[config.mk]
export PLATFORM = sky130hd
export DESIGN_NAME = calendar_clock_with_keypad_edit
export DESIGN_NICKNAME = d
export VERILOG_FILES = /design/src/hdl/cckp_pkg.sv /design/src/hdl/cckp_tick.sv /design/src/hdl/cckp_key.sv /design/src/hdl/calendar_clock_with_keypad_edit.sv
export SDC_FILE = /design/constraint.sdc
export NUM_CORES = 1
export LEC_CHECK = 0
export BUFFER_PORTS_ARGS = -buffer_cell sky130_fd_sc_hd__clkbuf_2
export CAP_MARGIN = 20
export CORE_UTILIZATION = 64
export DETAILED_ROUTE_END_ITERATION = 8
export PLACE_DENSITY = 0.83
export SLEW_MARGIN = 20
export SYNTH_ARGS = -nofsm -noshare
export SYNTH_HDL_FRONTEND = slang
export SYNTH_SLANG_ARGS = --single-unit
[constraint.sdc]
create_clock -name aclk -period 15 [get_ports aclk]
set_input_delay 1.5 -clock aclk [delete_from_list [all_inputs] [get_ports aclk]]
set_output_delay 1.5 -clock aclk [all_outputs]
set_load 0.05 [all_outputs]
[src/hdl/cckp_pkg.sv]
// Shared types, constants and helper functions for the calendar clock with keypad edit.
package cckp_pkg;

    localparam int YEAR_W   = 14;
    localparam int TIME_W   = 7;
    localparam int TENTH_W  = 4;
    localparam int CURSOR_W = 3;
    localparam int COUNT_W  = 3;
    localparam int KEY_W    = 4;
    localparam int OUT_W    = 72;

    localparam logic [YEAR_W-1:0] YEAR_MAX = 14'd9999;
    localparam logic [TIME_W-1:0] TIME_MAX = 7'd127;

    localparam logic [3:0] KEY_A    = 4'd10;
    localparam logic [3:0] KEY_B    = 4'd11;
    localparam logic [3:0] KEY_C    = 4'd12;
    localparam logic [3:0] KEY_D    = 4'd13;
    localparam logic [3:0] KEY_STAR = 4'd14;
    localparam logic [3:0] KEY_HASH = 4'd15;

    localparam logic [CURSOR_W-1:0] CUR_MONTH  = 3'd0;
    localparam logic [CURSOR_W-1:0] CUR_DAY    = 3'd1;
    localparam logic [CURSOR_W-1:0] CUR_YEAR   = 3'd2;
    localparam logic [CURSOR_W-1:0] CUR_HOUR   = 3'd3;
    localparam logic [CURSOR_W-1:0] CUR_MINUTE = 3'd4;
    localparam logic [CURSOR_W-1:0] CUR_SECOND = 3'd5;

    typedef struct packed {
        logic [YEAR_W-1:0]  year;
        logic [TIME_W-1:0]  month;
        logic [TIME_W-1:0]  day;
        logic [TIME_W-1:0]  hour;
        logic [TIME_W-1:0]  minute;
        logic [TIME_W-1:0]  second;
        logic [TENTH_W-1:0] tenth;
    } clk_state_t;

    typedef struct packed {
        logic                edit;
        logic [CURSOR_W-1:0] cursor;
        logic                mode24;
        logic [YEAR_W-1:0]   entry;
        logic [COUNT_W-1:0]  count;
    } ui_state_t;

    // keypad position to key code
    function automatic logic [3:0] key_code(input logic [KEY_W-1:0] idx);
        logic [3:0] c;
        case (idx)
            4'd0:    c = 4'd1;
            4'd1:    c = 4'd2;
            4'd2:    c = 4'd3;
            4'd3:    c = KEY_A;
            4'd4:    c = 4'd4;
            4'd5:    c = 4'd5;
            4'd6:    c = 4'd6;
            4'd7:    c = KEY_B;
            4'd8:    c = 4'd7;
            4'd9:    c = 4'd8;
            4'd10:   c = 4'd9;
            4'd11:   c = KEY_C;
            4'd12:   c = KEY_STAR;
            4'd13:   c = 4'd0;
            4'd14:   c = KEY_HASH;
            default: c = KEY_D;
        endcase
        return c;
    endfunction

    // out-of-range months count 31 days
    function automatic logic [TIME_W-1:0] month_len(input logic [TIME_W-1:0] m);
        logic [TIME_W-1:0] l;
        case (m)
            7'd1:    l = 7'd28;
            7'd3:    l = 7'd30;
            7'd5:    l = 7'd30;
            7'd8:    l = 7'd30;
            7'd10:   l = 7'd30;
            default: l = 7'd31;
        endcase
        return l;
    endfunction

    // divisibility by 25 by folding: 128 = 3 and 32 = 7 (mod 25)
    function automatic logic div25(input logic [YEAR_W-1:0] y);
        logic [8:0] r1;
        logic [7:0] r2;
        r1 = {2'b0, y[13:7]} + {1'b0, y[13:7], 1'b0} + {2'b0, y[6:0]};
        r2 = {1'b0, r1[8:5], 3'b0} - {4'b0, r1[8:5]} + {3'b0, r1[4:0]};
        return (r2 == 8'd0) || (r2 == 8'd25) || (r2 == 8'd50) || (r2 == 8'd75)
            || (r2 == 8'd100) || (r2 == 8'd125);
    endfunction

    function automatic logic [TIME_W-1:0] inc_time(input logic [TIME_W-1:0] v);
        return (v >= TIME_MAX) ? TIME_MAX : v + 7'd1;
    endfunction

    function automatic logic [YEAR_W-1:0] inc_year(input logic [YEAR_W-1:0] v);
        return (v >= YEAR_MAX) ? YEAR_MAX : v + 14'd1;
    endfunction

    function automatic logic [TIME_W-1:0] cap_time(input logic [YEAR_W-1:0] v);
        return (v > {7'd0, TIME_MAX}) ? TIME_MAX : v[TIME_W-1:0];
    endfunction

endpackage

[src/hdl/cckp_tick.sv]
// Next clock state for one tenth-second tick, with carries up to the year.
module cckp_tick (
    input  cckp_pkg::clk_state_t cur,
    output cckp_pkg::clk_state_t nxt
);

    logic leap;

    assign leap = (cur.year[1:0] == 2'd0) && (cur.month == 7'd1)
               && (!cckp_pkg::div25(cur.year) || (cur.year[3:0] == 4'd0));

    always_comb begin
        nxt = cur;
        if (({1'b0, cur.tenth} + 5'd1) >= 5'd10) begin
            nxt.tenth  = '0;
            nxt.second = cckp_pkg::inc_time(cur.second);
        end else begin
            nxt.tenth = cur.tenth + 4'd1;
        end
        if (nxt.second >= 7'd60) begin
            nxt.second = '0;
            nxt.minute = cckp_pkg::inc_time(nxt.minute);
        end
        if (nxt.minute >= 7'd60) begin
            nxt.minute = '0;
            nxt.hour   = cckp_pkg::inc_time(nxt.hour);
        end
        if (nxt.hour >= 7'd24) begin
            nxt.hour = '0;
            nxt.day  = cckp_pkg::inc_time(nxt.day);
        end
        // leap February keeps day 28
        if (nxt.day >= cckp_pkg::month_len(nxt.month)) begin
            if (!leap || (nxt.day > 7'd28)) begin
                nxt.day   = '0;
                nxt.month = cckp_pkg::inc_time(nxt.month);
            end
        end
        if (nxt.month >= 7'd12) begin
            nxt.month = '0;
            nxt.year  = cckp_pkg::inc_year(nxt.year);
        end
    end

endmodule

[src/hdl/cckp_key.sv]
// Next clock and edit state for one key press.
module cckp_key (
    input  cckp_pkg::clk_state_t         cur_clk,
    input  cckp_pkg::ui_state_t          cur_ui,
    input  logic [cckp_pkg::KEY_W-1:0]   key_index,
    output cckp_pkg::clk_state_t         nxt_clk,
    output cckp_pkg::ui_state_t          nxt_ui
);

    logic [3:0]                     code;
    logic [16:0]                    entry_wide;
    logic [cckp_pkg::YEAR_W-1:0]    entry_sat;
    logic [cckp_pkg::COUNT_W-1:0]   count_inc;
    logic                           store;

    assign code       = cckp_pkg::key_code(key_index);
    assign entry_wide = {cur_ui.entry, 3'b0} + {2'b0, cur_ui.entry, 1'b0} + {13'd0, code};
    assign entry_sat  = (entry_wide > {3'd0, cckp_pkg::YEAR_MAX}) ? cckp_pkg::YEAR_MAX
                                                                  : entry_wide[13:0];
    assign count_inc  = (cur_ui.count < 3'd7) ? cur_ui.count + 3'd1 : cur_ui.count;
    assign store      = ((cur_ui.cursor == cckp_pkg::CUR_YEAR) && (count_inc == 3'd4))
                     || ((cur_ui.cursor != cckp_pkg::CUR_YEAR) && (count_inc == 3'd2));

    always_comb begin
        nxt_clk = cur_clk;
        nxt_ui  = cur_ui;
        if (code == cckp_pkg::KEY_C) begin
            nxt_ui.mode24 = !cur_ui.mode24;
        end else if (code == cckp_pkg::KEY_D) begin
            nxt_ui.edit  = !cur_ui.edit;
            nxt_ui.entry = '0;
            nxt_ui.count = '0;
        end else if (cur_ui.edit) begin
            if (code == cckp_pkg::KEY_HASH) begin
                if (cur_ui.cursor < cckp_pkg::CUR_SECOND) begin
                    nxt_ui.cursor = cur_ui.cursor + 3'd1;
                end
            end else if (code == cckp_pkg::KEY_STAR) begin
                if (cur_ui.cursor > cckp_pkg::CUR_MONTH) begin
                    nxt_ui.cursor = cur_ui.cursor - 3'd1;
                end
            end else if (code == cckp_pkg::KEY_A) begin
                case (cur_ui.cursor)
                    cckp_pkg::CUR_MONTH:  nxt_clk.month  = cckp_pkg::inc_time(cur_clk.month);
                    cckp_pkg::CUR_DAY:    nxt_clk.day    = cckp_pkg::inc_time(cur_clk.day);
                    cckp_pkg::CUR_YEAR:   nxt_clk.year   = cckp_pkg::inc_year(cur_clk.year);
                    cckp_pkg::CUR_HOUR:   nxt_clk.hour   = cckp_pkg::inc_time(cur_clk.hour);
                    cckp_pkg::CUR_MINUTE: nxt_clk.minute = cckp_pkg::inc_time(cur_clk.minute);
                    cckp_pkg::CUR_SECOND: nxt_clk.second = cckp_pkg::inc_time(cur_clk.second);
                    default: ;
                endcase
            end else if (code == cckp_pkg::KEY_B) begin
                case (cur_ui.cursor)
                    cckp_pkg::CUR_MONTH: begin
                        if (cur_clk.month != '0) nxt_clk.month = cur_clk.month - 7'd1;
                    end
                    cckp_pkg::CUR_DAY: begin
                        if (cur_clk.day != '0) nxt_clk.day = cur_clk.day - 7'd1;
                    end
                    cckp_pkg::CUR_YEAR: begin
                        if (cur_clk.year != '0) nxt_clk.year = cur_clk.year - 14'd1;
                    end
                    cckp_pkg::CUR_HOUR: begin
                        if (cur_clk.hour != '0) nxt_clk.hour = cur_clk.hour - 7'd1;
                    end
                    cckp_pkg::CUR_MINUTE: begin
                        if (cur_clk.minute != '0) nxt_clk.minute = cur_clk.minute - 7'd1;
                    end
                    cckp_pkg::CUR_SECOND: begin
                        if (cur_clk.second != '0) nxt_clk.second = cur_clk.second - 7'd1;
                    end
                    default: ;
                endcase
            end else begin
                nxt_ui.count = count_inc;
                nxt_ui.entry = entry_sat;
                if (store) begin
                    nxt_ui.count = '0;
                    nxt_ui.entry = '0;
                    case (cur_ui.cursor)
                        cckp_pkg::CUR_MONTH: begin
                            if (entry_sat != '0) nxt_clk.month = cckp_pkg::cap_time(entry_sat - 14'd1);
                        end
                        cckp_pkg::CUR_DAY: begin
                            if (entry_sat != '0) nxt_clk.day = cckp_pkg::cap_time(entry_sat - 14'd1);
                        end
                        cckp_pkg::CUR_YEAR:   nxt_clk.year   = entry_sat;
                        cckp_pkg::CUR_HOUR:   nxt_clk.hour   = cckp_pkg::cap_time(entry_sat);
                        cckp_pkg::CUR_MINUTE: nxt_clk.minute = cckp_pkg::cap_time(entry_sat);
                        cckp_pkg::CUR_SECOND: nxt_clk.second = cckp_pkg::cap_time(entry_sat);
                        default: ;
                    endcase
                end
            end
        end
    end

endmodule

[src/hdl/calendar_clock_with_keypad_edit.sv]
// Top level of the calendar clock with keypad edit: input register, state and result register.
//
// Input channel s_*: one transfer is a tenth-second tick (s_tuser = 0) or a key press
// (s_tuser = 1, keypad position in s_tdata[3:0]). Result channel m_*: one transfer per
// input transfer, carrying the whole clock and edit state after that item.
// An item is registered on entry, and the state update and result capture happen as it
// moves from the input register to the result register, which waits while a held result
// is not taken; m_tvalid rises with that capture.
// Throughput is one item per cycle while m_tready is high; the tick/key next-state logic
// between the input register and the state/result registers is combinational.
// If m_tready is held low the result register holds, the input register fills and
// s_tready drops after one more transfer; nothing is lost or repeated.
// Reset (aresetn low, synchronous) clears the calendar to year 0, month 0, day 0,
// 00:00:00.0, leaves edit mode, cursor on the month, 12-hour display, empty entry,
// and empties both pipeline registers.
module calendar_clock_with_keypad_edit (
    input  logic        aclk,
    input  logic        aresetn,
    input  logic        s_tvalid,
    output logic        s_tready,
    input  logic [7:0]  s_tdata,   // [3:0] key_index, [7:4] zero
    input  logic        s_tuser,   // [0] operation
    output logic        m_tvalid,
    input  logic        m_tready,
    output logic [71:0] m_tdata    // [13:0] year_out, [20:14] month_out, [27:21] day_out,
                                   // [34:28] hour_out, [41:35] minute_out, [48:42] second_out,
                                   // [52:49] tenth_out, [53] editing, [56:54] cursor,
                                   // [70:57] entry_out, [71] twenty_four_hour
);

    logic                           in_valid_reg;
    logic                           in_op_reg;
    logic [cckp_pkg::KEY_W-1:0]     in_key_reg;
    cckp_pkg::clk_state_t           clk_reg, clk_next, tick_clk, key_clk;
    cckp_pkg::ui_state_t            ui_reg, ui_next, key_ui;
    logic                           out_valid_reg;
    logic [cckp_pkg::OUT_W-1:0]     out_data_reg, out_data_next;
    logic                           advance;
    logic                           step;

    assign advance  = !out_valid_reg || m_tready;
    assign step     = in_valid_reg && advance;
    assign s_tready = !in_valid_reg || advance;
    assign m_tvalid = out_valid_reg;
    assign m_tdata  = out_data_reg;

    cckp_tick u_tick (
        .cur (clk_reg),
        .nxt (tick_clk)
    );

    cckp_key u_key (
        .cur_clk   (clk_reg),
        .cur_ui    (ui_reg),
        .key_index (in_key_reg),
        .nxt_clk   (key_clk),
        .nxt_ui    (key_ui)
    );

    assign clk_next = in_op_reg ? key_clk : tick_clk;
    assign ui_next  = in_op_reg ? key_ui  : ui_reg;

    assign out_data_next = {ui_next.mode24, ui_next.entry, ui_next.cursor, ui_next.edit,
                            clk_next.tenth, clk_next.second, clk_next.minute, clk_next.hour,
                            clk_next.day, clk_next.month, clk_next.year};

    always_ff @(posedge aclk) begin
        if (!aresetn) begin
            in_valid_reg  <= 1'b0;
            out_valid_reg <= 1'b0;
            clk_reg       <= '0;
            ui_reg        <= '0;
        end else begin
            if (s_tready) begin
                in_valid_reg <= s_tvalid;
            end
            if (advance) begin
                out_valid_reg <= in_valid_reg;
            end
            if (step) begin
                clk_reg <= clk_next;
                ui_reg  <= ui_next;
            end
        end
    end

    always_ff @(posedge aclk) begin
        if (s_tvalid && s_tready) begin
            in_op_reg  <= s_tuser;
            in_key_reg <= s_tdata[3:0];
        end
        if (step) begin
            out_data_reg <= out_data_next;
        end
    end

    a_step_gives_result: assert property (@(posedge aclk) disable iff (!aresetn)
        step |=> m_tvalid)
        else $error("processed item produced no result");

    a_stall_backpressure: assert property (@(posedge aclk) disable iff (!aresetn)
        !s_tready |-> (in_valid_reg && out_valid_reg && !m_tready))
        else $error("input stalled without a pending result");

    a_entry_idle: assert property (@(posedge aclk) disable iff (!aresetn)
        !ui_reg.edit |-> ((ui_reg.entry == '0) && (ui_reg.count == '0)))
        else $error("entry held outside edit mode");

    a_ranges: assert property (@(posedge aclk) disable iff (!aresetn)
        (clk_reg.tenth <= 4'd9) && (ui_reg.cursor <= cckp_pkg::CUR_SECOND)
        && (clk_reg.year <= cckp_pkg::YEAR_MAX) && (ui_reg.entry <= cckp_pkg::YEAR_MAX))
        else $error("clock or edit state out of range");

endmodule

# Yosys cells after proc, flatten, opt, wreduce, memory -nomap -nowiden
# Memories as Yosys holds them, arrays and structs flattened. A register that Yosys moved wholly into a read port is not among the register bits.
# Cells that the tools add are included.
# totals
regBits	154
mem_bits_ro	64
inputBits	13
output_inout_bits	74
wordCells	199
n_memories	1
# memory_table
memory	words	word_bits	rd	rd_ports_with_merged_regs	wr	line	rtl
(no name shown)	16	4	1	1	0	cckp_pkg.sv:50	case (idx)
# classes
n_addsub	24
magnitude_cmp	19
eq_ne	28
mux	73
bitwise_logic	1
n_reduce_logical	36
# ops
operator	n
2-to-1 mux 49 bit	8
2-to-1 mux 7 bit	30
2-to-1 mux 14 bit	11
2-to-1 mux 17 bit	8
2-to-1 mux 53 bit	1
adder 7 x 1 -> 7 bit, second input constant	5
greater-or-equal comparator 7 bit, second input constant	5
nonzero test 7 bit	5
subtractor 7 x 1 -> 7 bit, second input constant	5
> comparator 14 x 7 -> 1 bit, second input constant	2
nonzero test 14 bit	2
subtractor 14 x 1 -> 14 bit, second input constant	2
equality test 4 bit, second input constant	6
equality test 8 x 7 -> 1 bit, second input constant	3
2-to-1 mux 22 bit	1
2-to-1 mux 21 bit	1
2-to-1 mux 3 bit	7
adder 17 x 15 -> 17 bit	1
adder 17 x 4 -> 17 bit	1
> comparator 17 x 14 -> 1 bit, second input constant	1
adder 14 x 1 -> 14 bit, second input constant	1
equality test 7 x 4 -> 1 bit, second input constant	2
greater-or-equal comparator 14 bit, second input constant	1
greater-or-equal comparator 7 x 6 -> 1 bit, second input constant	2
39 further kinds	70

# Logic depth before layout (Yosys ltp)
# logic_depth
depth_word	20
ltp_mapped	27

# By module
# Synthesis repeated with hierarchy kept, for this count alone.
# unflattened
cells_unflattened	1755
hier_area_um2	14850.5
# by_module_without_submodules
mod	n_inst	cells_per_inst	area_per_inst_um2	seq_area_each_um2
cckp_key	1	1003	6019.5	0.0
calendar_clock_with_keypad_edit	1	344	5965.7	3853.7
cckp_tick	1	408	2865.2	0.0

# Least setup slack after synthesis
# Ideal clock, no wire load.
# synth_path
path_type	register -> register
start	register u_key.code[3] (netlist name)
end	register out_data_reg, in the netlist m_tdata[14], data pin
setup_time_ps	259
arrival_time_ps	5874
t_required_ps	14741
path_slack_ps	8867
stages_incl_launch_ff	28
path_buffers	2
cell_sequence	dfxtp_1 inv_1 fa_1 inv_1 fa_1 a21oi_1 o21ba_2 o21bai_1 a21oi_1 o21ai_0 xnor2_1 a2111oi_0 o21ai_1 nand2_1 clkbuf_1 nor2_1 ha_1 and3_1 and2_1 and3_1 xnor2_1 o21ai_0 and3_1 clkbuf_1 o2111ai_1 a311oi_1 nor3_1 or2_1
# synth_lines
element	line	rtl
to (signal assigned)	calendar_clock_with_keypad_edit.sv:93	out_data_reg <= out_data_next;
to (decl)	calendar_clock_with_keypad_edit.sv:37	logic [cckp_pkg::OUT_W-1:0] out_data_reg, out_data_next;

==> results.json <==
{
  "status": "finished clean",
  "htree_levels": 4,
  "cellLeakagePower_nw": 6.016,
  "relSlewSlack_pct": 19.12,
  "syn_to_final_growth_pct": 7.073,
  "tightest_slew_ns": 1.209,
  "die-area_um2": 22770,
  "fin_ws_ns": 6.993,
  "hp-start": "ui_reg[5]",
  "cts_hold_buf": 0,
  "numCtsBuffers": 17,
  "insertion_delay_ns": 0.46,
  "crit_type": "reg -> reg",
  "min_period_ns": 8.007,
  "diodes": 0,
  "crit_chain": "inv_1, fa_1, inv_1, fa_1, a21oi_1, o21ba_2, o21bai_1, a21oi_1, o21ai_0, xnor2_1, a2111oi_0, o21ai_1, nand2_1, nor2_1, ha_1, and3_1, and2_1, and3_1, nand3_1, o31a_1, and2_0, a31oi_1, a21oi_1, a211oi_1",
  "vias_per_cell": 6.927,
  "die_h_um": 150.9,
  "multi_input_area_um2": 9480,
  "placementRows": 54,
  "rr_startpoint": "u_key.code[3]",
  "first_iter_violations": 1659,
  "post_synth_num_cell_types": 98,
  "clock_path_buffers": 2,
  "synth_flop_cell": "dfxtp_1",
  "pin_count": 87,
  "setup_viol": 0,
  "startpoint": "u_key.code[3]",
  "start_kind": "flip-flop",
  "core_area_um2": 21760,
  "whs_ns": 0.5239,
  "cts.clk_slew.worst_paths_ns": 0.07,
  "rsz0062_at_grt": "no",
  "yosysSeqAreaShare_pct": 27.72,
  "hold_class": "reg -> reg",
  "syn-num-nets": 1956,
  "cpPeakStageDelay_ns": 0.80,
  "cts_tree": "done",
  "synth-async-reset-ratio_pct": 0,
  "synthesis.area_um2": 14190,
  "numPortBuffers": 82,
  "grt_antenna_before_repair": 0,
  "drv_slew": 0,
  "routedWlPerCell_um": 20.80,
  "ff_latch_area_um2": 3934,
  "initial_core_util_pct": 65.22,
  "detail-route-antenna-nets": 0,
  "cp.buffers_inverters": 2,
  "fp.dieW_um": 150.9,
  "ir_worst_vdd_v": 0.00006003,
  "crit_top_cell": "a21oi_1",
  "grt_max_degree": 73,
  "clock_skew_ns": 0.02267,
  "place_ws_ns": 7.319,
  "required_ns": 15.17,
  "fillers": 1808,
  "grt_overflow": 0,
  "synthCells": 1850,
  "finalSetupTns_ns": 0,
  "vias": 14740,
  "drv_cap": 0,
  "hpwl_um": 30740,
  "drt_first_pass_iters": 6,
  "drt-total-wl_um": 44260,
  "cts_sinks": 158,
  "grtUsageTotal_pct": 38.75,
  "timing.final.crit_share_pct": 53.38,
  "dp.cells": 2096,
  "hold_viol_final": 0,
  "stdcell_count": 2128,
  "gp_congestion": 0.9717,
  "crit_family": "compound AO/OA/AOI/OAI gates",
  "worstPathMaxFanout": 11,
  "syn_avg_cell_area_um2": 7.670,
  "crit_slowest_cell": "o21ai_1",
  "cts_root_buffer": "clkbuf_16",
  "cts_resized": 0,
  "largest_reg_flops": 72,
  "p_per_area_nw_per_um2": 94.39,
  "final_nets": 1941,
  "crit_path_end_kind": "flip-flop",
  "drive_above_1_share_pct": 9.686,
  "post_cts_buffers": 0,
  "synth_seq_cells": 158,
  "power.total_mw": 1.434,
  "drcViolationCount": 0,
  "ys_warn_count": 0,
  "max_freq_ghz": 0.1249,
  "grt_pass1_vias": 13040,
  "cp_data_arrival_time_ns": 8.18,
  "synth-edff-count": 77,
  "grt_pass1_wl_um": 68920
}
-- worst min-delay path, stage by stage, from the launching register on --
cell and delay, ns:
dfxtp_1 0.35, nand2_1 0.07, a21oi_1 0.06
-- logic make-up (layout without fill, tap and decap cells) --
kind of cell,count (synthesis),after routing,share of synthesized area [%]
DFF,158,158,27.72
xor gates and xnor gates,49,49,3.025
muxes,24,24,1.772
AOI/OAI and AO/OA,653,653,30.86
adders and majority gates,93,93,8.783
and+or+nand+nor,670,670,22.29
buffers and inverters,203,201,5.538
-- synth_stat cells, drive strengths merged, types with 7 or more instances --
cell type    n  area share (%)
nand2      189             5.0
nor2       188             5.0
a21oi      184             6.6
o21ai      147             5.3
clkbuf     116             3.1
ha          82             7.2
dfxtp       81              11
edfxtp      77              16
inv         71             1.9
nor3        66             2.4
nand3       57             2.0
a31oi       47             2.1
and2        32             1.4
and3        32             1.4
xnor2       29             1.8
a211oi      28             1.5
a21o        20             1.1
xor2        20             1.2
o211ai      19             1.0
nand2b      17            0.75
nand4       17            0.75
buf         16            0.59
a311oi      15            0.97
mux2i       15             1.1
o221ai      15            0.93
a221oi      14             1.1
a22o        13            0.80
o21a        13            0.69
o31ai       13            0.78
or3         13            0.57
nor4        12            0.57
a211o       11            0.68
fa          11             1.6
nand3b      11            0.58
or2         11            0.49
a22oi       10            0.76
nor2b       10            0.44
mux2         9            0.71
o21bai       9            0.48
o22ai        9            0.40
o211a        7            0.49
o31a         7            0.43
-- power by group --
group	internal [mW]	switching (mW)	total [mW]	leakage, nW
clock	0.265	0.210	0.474	0.313
combinational	0.143	0.306	0.449	4.30
sequential	0.479	0.0321	0.511	1.40
total	0.886	0.548	1.43	6.02
-- layout by cell type (no fill, tap or decap), drive strengths merged, types with 16 or more instances in the layout --
master  Yosys  routed
nand2b     17      17
xnor2      29      29
and3       32      32
xor2       20      20
nor3       66      66
a211oi     28      28
edfxtp     77      77
o211ai     19      19
o21ai     147     147
nor2      188     188
ha         82      82
and2       32      32
dfxtp      81      81
inv        71      81
buf        16      16
clkbuf    116     103
a21oi     184     184
nand3      57      57
nand4      17      17
a31oi      47      47
nand2     189     189
a21o       20      20
-- area by class of cell --
cell class / count / area share (%)
Sequential cell: 158 / 25.89
Multi-Input combinational cell: 1489 / 62.40
Clock buffer: 21 / 3.311
Clock inverter: 11 / 0.8236
Inverter: 71 / 1.771
Tap cell: 280 / 2.306
Timing Repair Buffer: 98 / 3.492
-- metrics by stage --
stage,utilization [%],instance area [µm²]
6_report,69.83,15190
5_1_grt,69.83,15190
4_1_cts,69.83,15190
3_5_place_dp,66.94,14560
3_3_place_gp,66.94,14560
2_1_floorplan,-,14190
-- per-layer routing --
layer  part of all wire [%]  track usage, %
met2                     44           58.26
met1                     41           52.91
met4                    4.1           18.40
met5                      0               0
met3                     12           8.042
-- final timing paths --
path / to / slack (ns) / cells past startpoint
setup / recovery: m_tdata[19] / 6.99 / 24
hold / removal: ui_reg[5] / 0.52 / 2
setup reg to reg: m_tdata[19] / 6.99 / 24
hold reg to reg: ui_reg[5] / 0.52 / 2
(Power assumes the default switching activity.)
